==> config.mk <==
export PLATFORM = sky130hd
export DESIGN_NAME = image_header_dimension_sniffer_core
export DESIGN_NICKNAME = d
export VERILOG_FILES = /design/src/ihds_pkg.sv /design/src/image_header_dimension_sniffer_core.sv
export VERILOG_INCLUDE_DIRS = /design/src /design/src/src
export SDC_FILE = /design/constraint.sdc
export NUM_CORES = 1
export LEC_CHECK = 0
export BUFFER_PORTS_ARGS = -buffer_cell sky130_fd_sc_hd__buf_2
export CAP_MARGIN = 20
export CORE_MARGIN = 3
export CORE_UTILIZATION = 62
export CTS_BUF_LIST = sky130_fd_sc_hd__clkbuf_8
export CTS_CLUSTER_DIAMETER = 50
export CTS_CLUSTER_SIZE = 24
export DETAILED_ROUTE_END_ITERATION = 6
export HOLD_SLACK_MARGIN = 0.05
export PLACE_DENSITY = 0.83
export SKIP_CTS_REPAIR_TIMING = 1
export SLEW_MARGIN = 10
export SYNTH_ARGS = -nofsm -noshare
export SYNTH_HDL_FRONTEND = slang
export SYNTH_SLANG_ARGS = --single-unit
export TNS_END_PERCENT = 30
==> constraint.sdc <==
create_clock -name clk -period 5.45 [get_ports clk]
set_clock_uncertainty 0.2 [all_clocks]
set_input_delay 0.2725 -clock clk [delete_from_list [all_inputs] [get_ports clk]]
set_output_delay 0.2725 -clock clk [all_outputs]
set_load 0.1 [all_outputs]
==> src/assert_macros.svh <==
// Assertion macros used by the RTL of the header dimension sniffer.
`ifndef ASSERT_MACROS_SVH
`define ASSERT_MACROS_SVH

// Checks that the consequent holds in the same cycle as the antecedent.
`define ASSERT_SAME(label, clk, rst_n, ante, cons) \
	label: assert property (@(posedge clk) disable iff (!rst_n) (ante) |-> (cons)) \
		else $error("assertion failed");

// Checks that the consequent holds in the cycle after the antecedent.
`define ASSERT_NEXT(label, clk, rst_n, ante, cons) \
	label: assert property (@(posedge clk) disable iff (!rst_n) (ante) |=> (cons)) \
		else $error("assertion failed");

`endif

==> src/ihds_pkg.sv <==
// Package with the parse phases, byte codes and positions of the header dimension sniffer.
package ihds_pkg;

	typedef enum logic [3:0] {
		PH_SIG      = 4'd0,
		PH_PNG_SIG  = 4'd1,
		PH_PNG_DIM  = 4'd2,
		PH_JPG_SCAN = 4'd3,
		PH_JPG_MARK = 4'd4,
		PH_JPG_LENH = 4'd5,
		PH_JPG_LENL = 4'd6,
		PH_JPG_SKIP = 4'd7,
		PH_JPG_SOF  = 4'd8,
		PH_OK       = 4'd9,
		PH_FAIL     = 4'd10
	} phase_t;

	typedef logic [1:0] format_t;

	localparam format_t FMT_NONE = 2'd0;
	localparam format_t FMT_PNG  = 2'd1;
	localparam format_t FMT_JPEG = 2'd2;

	localparam logic [7:0] BYTE_PNG_0  = 8'h89;
	localparam logic [7:0] BYTE_PNG_1  = 8'h50;
	localparam logic [7:0] BYTE_PNG_2  = 8'h4E;
	localparam logic [7:0] BYTE_PNG_3  = 8'h47;
	localparam logic [7:0] BYTE_FF     = 8'hFF;
	localparam logic [7:0] MARK_SOI    = 8'hD8;
	localparam logic [7:0] MARK_SOF0   = 8'hC0;
	localparam logic [7:0] MARK_SOF1   = 8'hC1;
	localparam logic [7:0] MARK_SOF2   = 8'hC2;
	localparam logic [7:0] MARK_EOI    = 8'hD9;
	localparam logic [7:0] MARK_SOS    = 8'hDA;

	// Byte offsets within the file.
	localparam int POS_SIG_1       = 1;
	localparam int POS_SIG_2       = 2;
	localparam int POS_SIG_3       = 3;
	localparam int POS_PNG_W_FIRST = 16;
	localparam int POS_PNG_W_LAST  = 19;
	localparam int POS_PNG_H_FIRST = 20;
	localparam int POS_PNG_H_LAST  = 23;

	// Byte counts within a frame header segment.
	localparam logic [2:0] SOF_H_HI = 3'd3;
	localparam logic [2:0] SOF_H_LO = 3'd4;
	localparam logic [2:0] SOF_W_HI = 3'd5;
	localparam logic [2:0] SOF_W_LO = 3'd6;

endpackage

==> src/image_header_dimension_sniffer_core.sv <==
// Top level of the image header dimension sniffer: byte parser and result register.
//
//  channel | direction | handshake           | payload
//  --------+-----------+---------------------+------------------------------------
//  in      | input     | in_valid / in_ready | data_byte[7:0], last_byte
//  out     | output    | out_valid/out_ready | found, format[1:0], width, height
//
// Every byte is parsed by one level of combinational logic from the parser
// state registers straight into those registers and, when it decides the
// file, into the result register. The result register is the only thing
// that can hold the input back.
// Reset clears the parser state and empties the result register.
// A stalled output blocks input only while the result register is full.

`include "assert_macros.svh"

module image_header_dimension_sniffer_core #(
	parameter int HEADER_LENGTH = 32
) (
	input  logic        clk,
	input  logic        arst_n,
	input  logic        in_valid,
	output logic        in_ready,
	input  logic [7:0]  data_byte,
	input  logic        last_byte,
	output logic        out_valid,
	input  logic        out_ready,
	output logic        found,
	output logic [1:0]  format,
	output logic [30:0] width,
	output logic [30:0] height
);

	// The byte position saturates at the header length, so it needs room for that value.
	localparam int PW = $clog2(HEADER_LENGTH + 1);
	localparam logic [PW-1:0] POS_HDR = PW'(HEADER_LENGTH);
	localparam logic [PW-1:0] POS_1   = PW'(ihds_pkg::POS_SIG_1);
	localparam logic [PW-1:0] POS_2   = PW'(ihds_pkg::POS_SIG_2);
	localparam logic [PW-1:0] POS_3   = PW'(ihds_pkg::POS_SIG_3);
	localparam logic [PW-1:0] POS_WF  = PW'(ihds_pkg::POS_PNG_W_FIRST);
	localparam logic [PW-1:0] POS_WL  = PW'(ihds_pkg::POS_PNG_W_LAST);
	localparam logic [PW-1:0] POS_HF  = PW'(ihds_pkg::POS_PNG_H_FIRST);
	localparam logic [PW-1:0] POS_HL  = PW'(ihds_pkg::POS_PNG_H_LAST);

	// Parser state.
	ihds_pkg::phase_t  phase_q, phase_d;
	logic [PW-1:0]     pos_q, pos_d;
	logic [31:0]       w_q, w_d;
	logic [31:0]       h_q, h_d;
	logic [2:0]        fbc_q, fbc_d;
	logic [7:0]        lenh_q, lenh_d;
	logic [15:0]       skip_q, skip_d;
	ihds_pkg::format_t fmt_q, fmt_d;
	logic              emitted_q, emitted_d;

	// Result register.
	logic              out_valid_q;
	logic              found_q;
	ihds_pkg::format_t format_q;
	logic [30:0]       width_q;
	logic [30:0]       height_q;

	logic              in_fire;
	logic              decided;
	logic              emit;
	logic              ok;
	logic [15:0]       seg_len;
	ihds_pkg::format_t res_fmt;
	logic [30:0]       res_w;
	logic [30:0]       res_h;

	// A new transaction is taken whenever the result register is free or is being emptied.
	assign in_ready  = !out_valid_q || out_ready;
	assign in_fire   = in_valid && in_ready;
	assign decided   = (phase_q == ihds_pkg::PH_OK) || (phase_q == ihds_pkg::PH_FAIL);
	assign seg_len   = {lenh_q, data_byte};

	// Parser next state. Once the file is decided, bytes are only counted.
	always_comb begin
		phase_d   = phase_q;
		pos_d     = (pos_q < POS_HDR) ? pos_q + PW'(1) : pos_q;
		w_d       = w_q;
		h_d       = h_q;
		fbc_d     = fbc_q;
		lenh_d    = lenh_q;
		skip_d    = skip_q;
		fmt_d     = fmt_q;
		emitted_d = emitted_q;
		if (!decided) begin
			unique case (phase_q)
				ihds_pkg::PH_SIG: begin
					if (data_byte == ihds_pkg::BYTE_PNG_0) begin
						phase_d = ihds_pkg::PH_PNG_SIG;
					end else if (data_byte == ihds_pkg::BYTE_FF) begin
						phase_d = ihds_pkg::PH_JPG_MARK;
					end else begin
						phase_d = ihds_pkg::PH_FAIL;
					end
				end
				ihds_pkg::PH_PNG_SIG: begin
					if ((pos_q == POS_1 && data_byte == ihds_pkg::BYTE_PNG_1) ||
					    (pos_q == POS_2 && data_byte == ihds_pkg::BYTE_PNG_2)) begin
						phase_d = ihds_pkg::PH_PNG_SIG;
					end else if (pos_q == POS_3 && data_byte == ihds_pkg::BYTE_PNG_3) begin
						phase_d = ihds_pkg::PH_PNG_DIM;
					end else begin
						phase_d = ihds_pkg::PH_FAIL;
					end
				end
				ihds_pkg::PH_PNG_DIM: begin
					if (pos_q >= POS_WF && pos_q <= POS_WL) begin
						w_d = {w_q[23:0], data_byte};
					end else if (pos_q >= POS_HF && pos_q <= POS_HL) begin
						h_d = {h_q[23:0], data_byte};
					end
					if (pos_q == POS_HL) begin
						// Both dimensions must be positive as signed 32-bit values.
						if (w_d != 32'd0 && !w_d[31] && h_d != 32'd0 && !h_d[31]) begin
							phase_d = ihds_pkg::PH_OK;
							fmt_d   = ihds_pkg::FMT_PNG;
						end else begin
							phase_d = ihds_pkg::PH_FAIL;
						end
					end
				end
				ihds_pkg::PH_JPG_SCAN: begin
					if (data_byte == ihds_pkg::BYTE_FF) begin
						phase_d = ihds_pkg::PH_JPG_MARK;
					end
				end
				ihds_pkg::PH_JPG_MARK: begin
					if (pos_q == POS_1) begin
						// Second byte of the start-of-image signature.
						phase_d = (data_byte == ihds_pkg::MARK_SOI) ? ihds_pkg::PH_JPG_SCAN
						                                            : ihds_pkg::PH_FAIL;
					end else begin
						case (data_byte)
							ihds_pkg::BYTE_FF: begin
								phase_d = ihds_pkg::PH_JPG_MARK;
							end
							ihds_pkg::MARK_SOF0, ihds_pkg::MARK_SOF1,
							ihds_pkg::MARK_SOF2: begin
								fbc_d   = 3'd0;
								phase_d = ihds_pkg::PH_JPG_SOF;
							end
							ihds_pkg::MARK_EOI, ihds_pkg::MARK_SOS: begin
								phase_d = ihds_pkg::PH_FAIL;
							end
							default: begin
								phase_d = ihds_pkg::PH_JPG_LENH;
							end
						endcase
					end
				end
				ihds_pkg::PH_JPG_LENH: begin
					lenh_d  = data_byte;
					phase_d = ihds_pkg::PH_JPG_LENL;
				end
				ihds_pkg::PH_JPG_LENL: begin
					if (seg_len < 16'd2) begin
						phase_d = ihds_pkg::PH_FAIL;
					end else begin
						skip_d  = seg_len - 16'd2;
						phase_d = (seg_len == 16'd2) ? ihds_pkg::PH_JPG_SCAN
						                             : ihds_pkg::PH_JPG_SKIP;
					end
				end
				ihds_pkg::PH_JPG_SKIP: begin
					if (skip_q != 16'd0) begin
						skip_d = skip_q - 16'd1;
					end
					if (skip_d == 16'd0) begin
						phase_d = ihds_pkg::PH_JPG_SCAN;
					end
				end
				ihds_pkg::PH_JPG_SOF: begin
					if (fbc_q == ihds_pkg::SOF_H_HI || fbc_q == ihds_pkg::SOF_H_LO) begin
						h_d = {16'd0, h_q[7:0], data_byte};
					end else if (fbc_q == ihds_pkg::SOF_W_HI ||
					             fbc_q == ihds_pkg::SOF_W_LO) begin
						w_d = {16'd0, w_q[7:0], data_byte};
					end
					if (fbc_q >= ihds_pkg::SOF_W_LO) begin
						if (w_d != 32'd0 && h_d != 32'd0) begin
							phase_d = ihds_pkg::PH_OK;
							fmt_d   = ihds_pkg::FMT_JPEG;
						end else begin
							phase_d = ihds_pkg::PH_FAIL;
						end
					end else begin
						fbc_d = fbc_q + 3'd1;
					end
				end
				default: begin
					phase_d = phase_q;
				end
			endcase
		end

		// A success waits until the whole header has arrived; a failure goes out at once,
		// and the last byte of a file forces a result, a failure unless a success is ready, if none was given yet.
		ok   = (phase_d == ihds_pkg::PH_OK) && (pos_d >= POS_HDR);
		emit = !emitted_q && (ok || (phase_d == ihds_pkg::PH_FAIL) || last_byte);
		if (emit) begin
			emitted_d = 1'b1;
		end

		// The result payload is taken here, before the last byte clears the parser.
		res_fmt = ok ? fmt_d : ihds_pkg::FMT_NONE;
		res_w   = ok ? w_d[30:0] : 31'd0;
		res_h   = ok ? h_d[30:0] : 31'd0;

		// The last byte returns the parser to its reset state for the next file.
		if (last_byte) begin
			phase_d   = ihds_pkg::PH_SIG;
			pos_d     = '0;
			w_d       = '0;
			h_d       = '0;
			fbc_d     = '0;
			lenh_d    = '0;
			skip_d    = '0;
			fmt_d     = ihds_pkg::FMT_NONE;
			emitted_d = 1'b0;
		end
	end

	always_ff @(posedge clk or negedge arst_n) begin
		if (!arst_n) begin
			phase_q   <= ihds_pkg::PH_SIG;
			pos_q     <= '0;
			w_q       <= '0;
			h_q       <= '0;
			fbc_q     <= '0;
			lenh_q    <= '0;
			skip_q    <= '0;
			fmt_q     <= ihds_pkg::FMT_NONE;
			emitted_q <= 1'b0;
		end else if (in_fire) begin
			phase_q   <= phase_d;
			pos_q     <= pos_d;
			w_q       <= w_d;
			h_q       <= h_d;
			fbc_q     <= fbc_d;
			lenh_q    <= lenh_d;
			skip_q    <= skip_d;
			fmt_q     <= fmt_d;
			emitted_q <= emitted_d;
		end
	end

	// Result register: loaded by the transaction that produces a result.
	always_ff @(posedge clk or negedge arst_n) begin
		if (!arst_n) begin
			out_valid_q <= 1'b0;
		end else if (in_fire && emit) begin
			out_valid_q <= 1'b1;
		end else if (out_ready) begin
			out_valid_q <= 1'b0;
		end
	end

	always_ff @(posedge clk) begin
		if (in_fire && emit) begin
			found_q  <= ok;
			format_q <= res_fmt;
			width_q  <= res_w;
			height_q <= res_h;
		end
	end

	assign out_valid = out_valid_q;
	assign found     = found_q;
	assign format    = format_q;
	assign width     = width_q;
	assign height    = height_q;

	// A successful result always carries a known format and two non-zero dimensions.
	`ASSERT_SAME(a_found_payload, clk, arst_n, out_valid_q && found_q,
		format_q != ihds_pkg::FMT_NONE && width_q != 31'd0 && height_q != 31'd0)
	// A failure result is all zeros.
	`ASSERT_SAME(a_fail_payload, clk, arst_n, out_valid_q && !found_q,
		format_q == ihds_pkg::FMT_NONE && width_q == 31'd0 && height_q == 31'd0)
	// A success still held back means the header has not yet fully arrived.
	`ASSERT_SAME(a_held_success, clk, arst_n, phase_q == ihds_pkg::PH_OK && !emitted_q,
		pos_q < POS_HDR)
	// The last byte of a file leaves the parser ready for a fresh file.
	`ASSERT_NEXT(a_file_restart, clk, arst_n, in_fire && last_byte,
		pos_q == '0 && !emitted_q && phase_q == ihds_pkg::PH_SIG)

endmodule

==> results_dict.tcl <==
set metrics [dict create \
    rr_worst_depth 10 \
    synth_compound_area_share_pct 21.97 \
    finalMaxSlewViolations 0 \
    critical_path_class "reg -> reg" \
    synth_nets 909 \
    status "complete, no violations" \
    peakVddDrop_mv 0.3013 \
    tightestPinTransition_ns 1.066 \
    reg2reg_slack_ns 1.02 \
    hpwl_um 14640 \
    drtIter0Drc 940 \
    num-nets-final 968 \
    power_uw 5393 \
    yosysUniqueCellTypes 71 \
    synth.ff_latch_count 170 \
    cts_max_level 4 \
    grt_max_degree 66 \
    arrival_ns 4.55 \
    hold_class "in -> reg" \
    rsz0062_at_grt "no" \
    die_w_um 125.7 \
    portBuffers 79 \
    antenna_cells 0 \
    synth_top_area_share_pct 29.58 \
    nFillCells 1048 \
    synth_common_cells "nand2_1 (113), dfrtp_1 (105), nor2_1 (80)" \
    avgSynthCellArea_um2 10.04 \
    yosysMostFrequentCell "nand2_1" \
    synth_top_family_by_area "compound AO/OA/AOI/OAI gates" \
    yosys.area_share.adder_pct 1.550 \
    crit_path_start "pos_q[0]$_DFFE_PN0P_" \
    routedWlPerCell_um 19.12 \
    cts.clk_slew.worst_paths_ns 0.09 \
    crit_path_max_fanout 49 \
    first_pass_iters 5 \
    cts_buffer_depth 2 \
    tns_ns 0 \
    crit_chain "ha_1, nand2b_1, nand3_1, mux2_2, a211oi_1, nand3_1, a31oi_1, nand4_4, buf_4, a21oi_1" \
    cts_buffers 17 \
    cpMaxStageDelayCell "nand4_4" \
    path_common_cell "nand3_1" \
    synth-edff-count 65 \
    drive_gt1_share_pct 18.60 \
    avgViaCountPerCell 6.524 \
    cts_tree "yes" \
    synthTopCellsByArea "dfrtp_1 (30%), edfxtp_1 (22%), a22o_1 (7.1%)" \
    die_h_um 125.7 \
    place_congestion 0.9689 \
    power_density_nw_per_um2 550.9 \
    pre_cts_slack_ns 1.166 \
    ys_seq_area_share_pct 51.56 \
    slew_headroom_pct 28.66 \
    yosys.area.top_type "dfrtp_1" \
    hold_violations 0 \
    final_antenna_net_count 0 \
    io_pins 80 \
    grt_usage_pct 27.85 \
    dr_total_vias 7418 \
    fmaxAchievable_ghz 0.2257 \
    synth-xor-area-share_pct 1.578 \
    p_leak_uw 0.003931 \
    clock_sinks 170 \
    antenna_found_initial 0 \
    start_util_pct 63.74 \
    cap_violations 0 \
    dieArea_um2 15800 \
    clkLatencyLatePin_ns 0.47 \
    synthSimpleGateAreaFrac_pct 18.51 \
    required_ns 5.57 \
    grt_pass1_wl_um 35570 \
    core_area_um2 13930 \
    wirelength_um 21750 \
    worstSetupEndpointType "flip-flop" \
    ys.warnings.count 0 \
    syn-cell-area_um2 8882 \
    synth_mux_area_share_pct 1.071 \
    cpPeakStageDelay_ns 0.79 \
    gr-total-overflow 0 \
    setup_violations 0 \
    syn_inst 885 \
    fin_crit_sh_pct 81.28 \
    drcViolationCount 0 \
    endpoint "height[12]$_SDFFCE_PN0P_" \
    row_count 43 \
    reg2reg_to "height[12]$_SDFFCE_PN0P_" \
    grt_pass1_vias 6812 \
    root_buffer "clkbuf_8" \
    start_kind "flip-flop" \
    min_period_ns 4.430 \
    syn_to_final_growth_pct 10.21 \
    async_flop_share_pct 61.76 \
    synth_ff_type "dfrtp_1" \
    r2r_start "pos_q[0]$_DFFE_PN0P_" \
    fin_ws_ns 1.020 \
]
[layer usage]
metal  vias to the layer above  wire length [um]  global-route usage, %
met4                         0               527                  11.61
met3                        46              1638                  4.665
li1                       3418                 -                      -
met2                       366             10530                  42.61
met5                         -                 0                      0
met1                      3588              9050                  39.99
[critical path: cells and delay by family, from the launching register on]
kind	cells	cell delay (ns)
AND/OR/NAND/NOR	4	1.42
flip-flops	1	0.46
multiplexers	1	0.37
adder cells (fa/ha/maj)	1	0.26
AO/OA/AOI/OAI	3	1.03
buffers and inverters	1	0.51
[flip-flops by register name (all words and copies together), names as in the netlist, 4 cells and up]
signal,flops
h_q,32
w_q,32
skip_q,16
width,31
pos_q,6
height,31
lenh_q,8
phase_q,4
[worst min path at each step]
stage	startpoint	endpoint	depth (start not counted)
after CTS	arst_n	h_q[10]$_DFFE_PN0P_	1
after floorplan	arst_n	emitted_q$_DFFE_PN0P_	0
after detailed placement	arst_n	h_q[10]$_DFFE_PN0P_	1
after global routing	data_byte[4]	w_q[4]$_DFFE_PN0P_	2
after global placement	arst_n	h_q[25]$_DFFE_PN0P_	1
final	data_byte[4]	h_q[4]$_DFFE_PN0P_	2
[cell usage in the layout (no fill, tap or decap), types with 7 or more instances in the layout]
cell type	n
ha_1	11
or3_1	9
nand2b_1	9
xor2_1	8
nor4_1	23
o21ai_0	39
a21oi_2	21
nor2b_1	12
and3_1	7
o22ai_1	9
edfxtp_1	65
a211oi_1	8
clkbuf_8	17
nand3_1	16
buf_4	14
a22o_1	72
nor2_1	80
dfrtp_1	105
nor2_2	8
nand4_1	7
nor3_1	22
a21oi_1	44
buf_2	78
inv_1	18
nand2_1	112
xnor2_1	8
a22oi_1	31
[power breakdown]
part / switching, uW / leakage [uW] / internal (uW)
registers: 196 / 0.00207 / 1660
logic: 2170 / 0.00166 / 501
clock network: 495 / 0.000194 / 371
total: 2860 / 0.00393 / 2530
[stage by stage]
stage / std cells / util, % / hold slack (ns) / instance area [um^2]
6_report: 1137 / 70.25 / 0.05519 / 9789
5_1_grt: 1137 / 70.25 / 0.06055 / 9789
4_1_cts: 1131 / 69.80 / -0.3909 / 9727
3_5_place_dp: 1099 / 67.11 / 0.1166 / 9351
3_3_place_gp: 1099 / 67.11 / 0.1234 / 9351
2_1_floorplan: 885 / - / -0.2231 / 8882
[area by class of cell]
type | count | area [um^2] | area share [%]
Multi-Input combinational cell | 641 | 3995 | 40.81
Clock buffer | 17 | 234.0 | 2.390
Tap cell | 180 | 225.2 | 2.301
Clock inverter | 15 | 141.4 | 1.444
Sequential cell | 170 | 4579 | 46.78
Timing Repair Buffer | 97 | 550.5 | 5.624
Inverter | 17 | 63.81 | 0.6518
[cell families (layout without fill, tap and decap cells)]
group                    after synthesis  in the layout
buffers and inverters                 74            146
AO/OA/AOI/OAI                        271            271
AND/OR/NAND/NOR                      334            334
flip-flops                           170            170
adder cells (fa/ha/maj)               11             11
multiplexers                           9              9
XOR/XNOR                              16             16
Power figures use the tool's default switching activity.
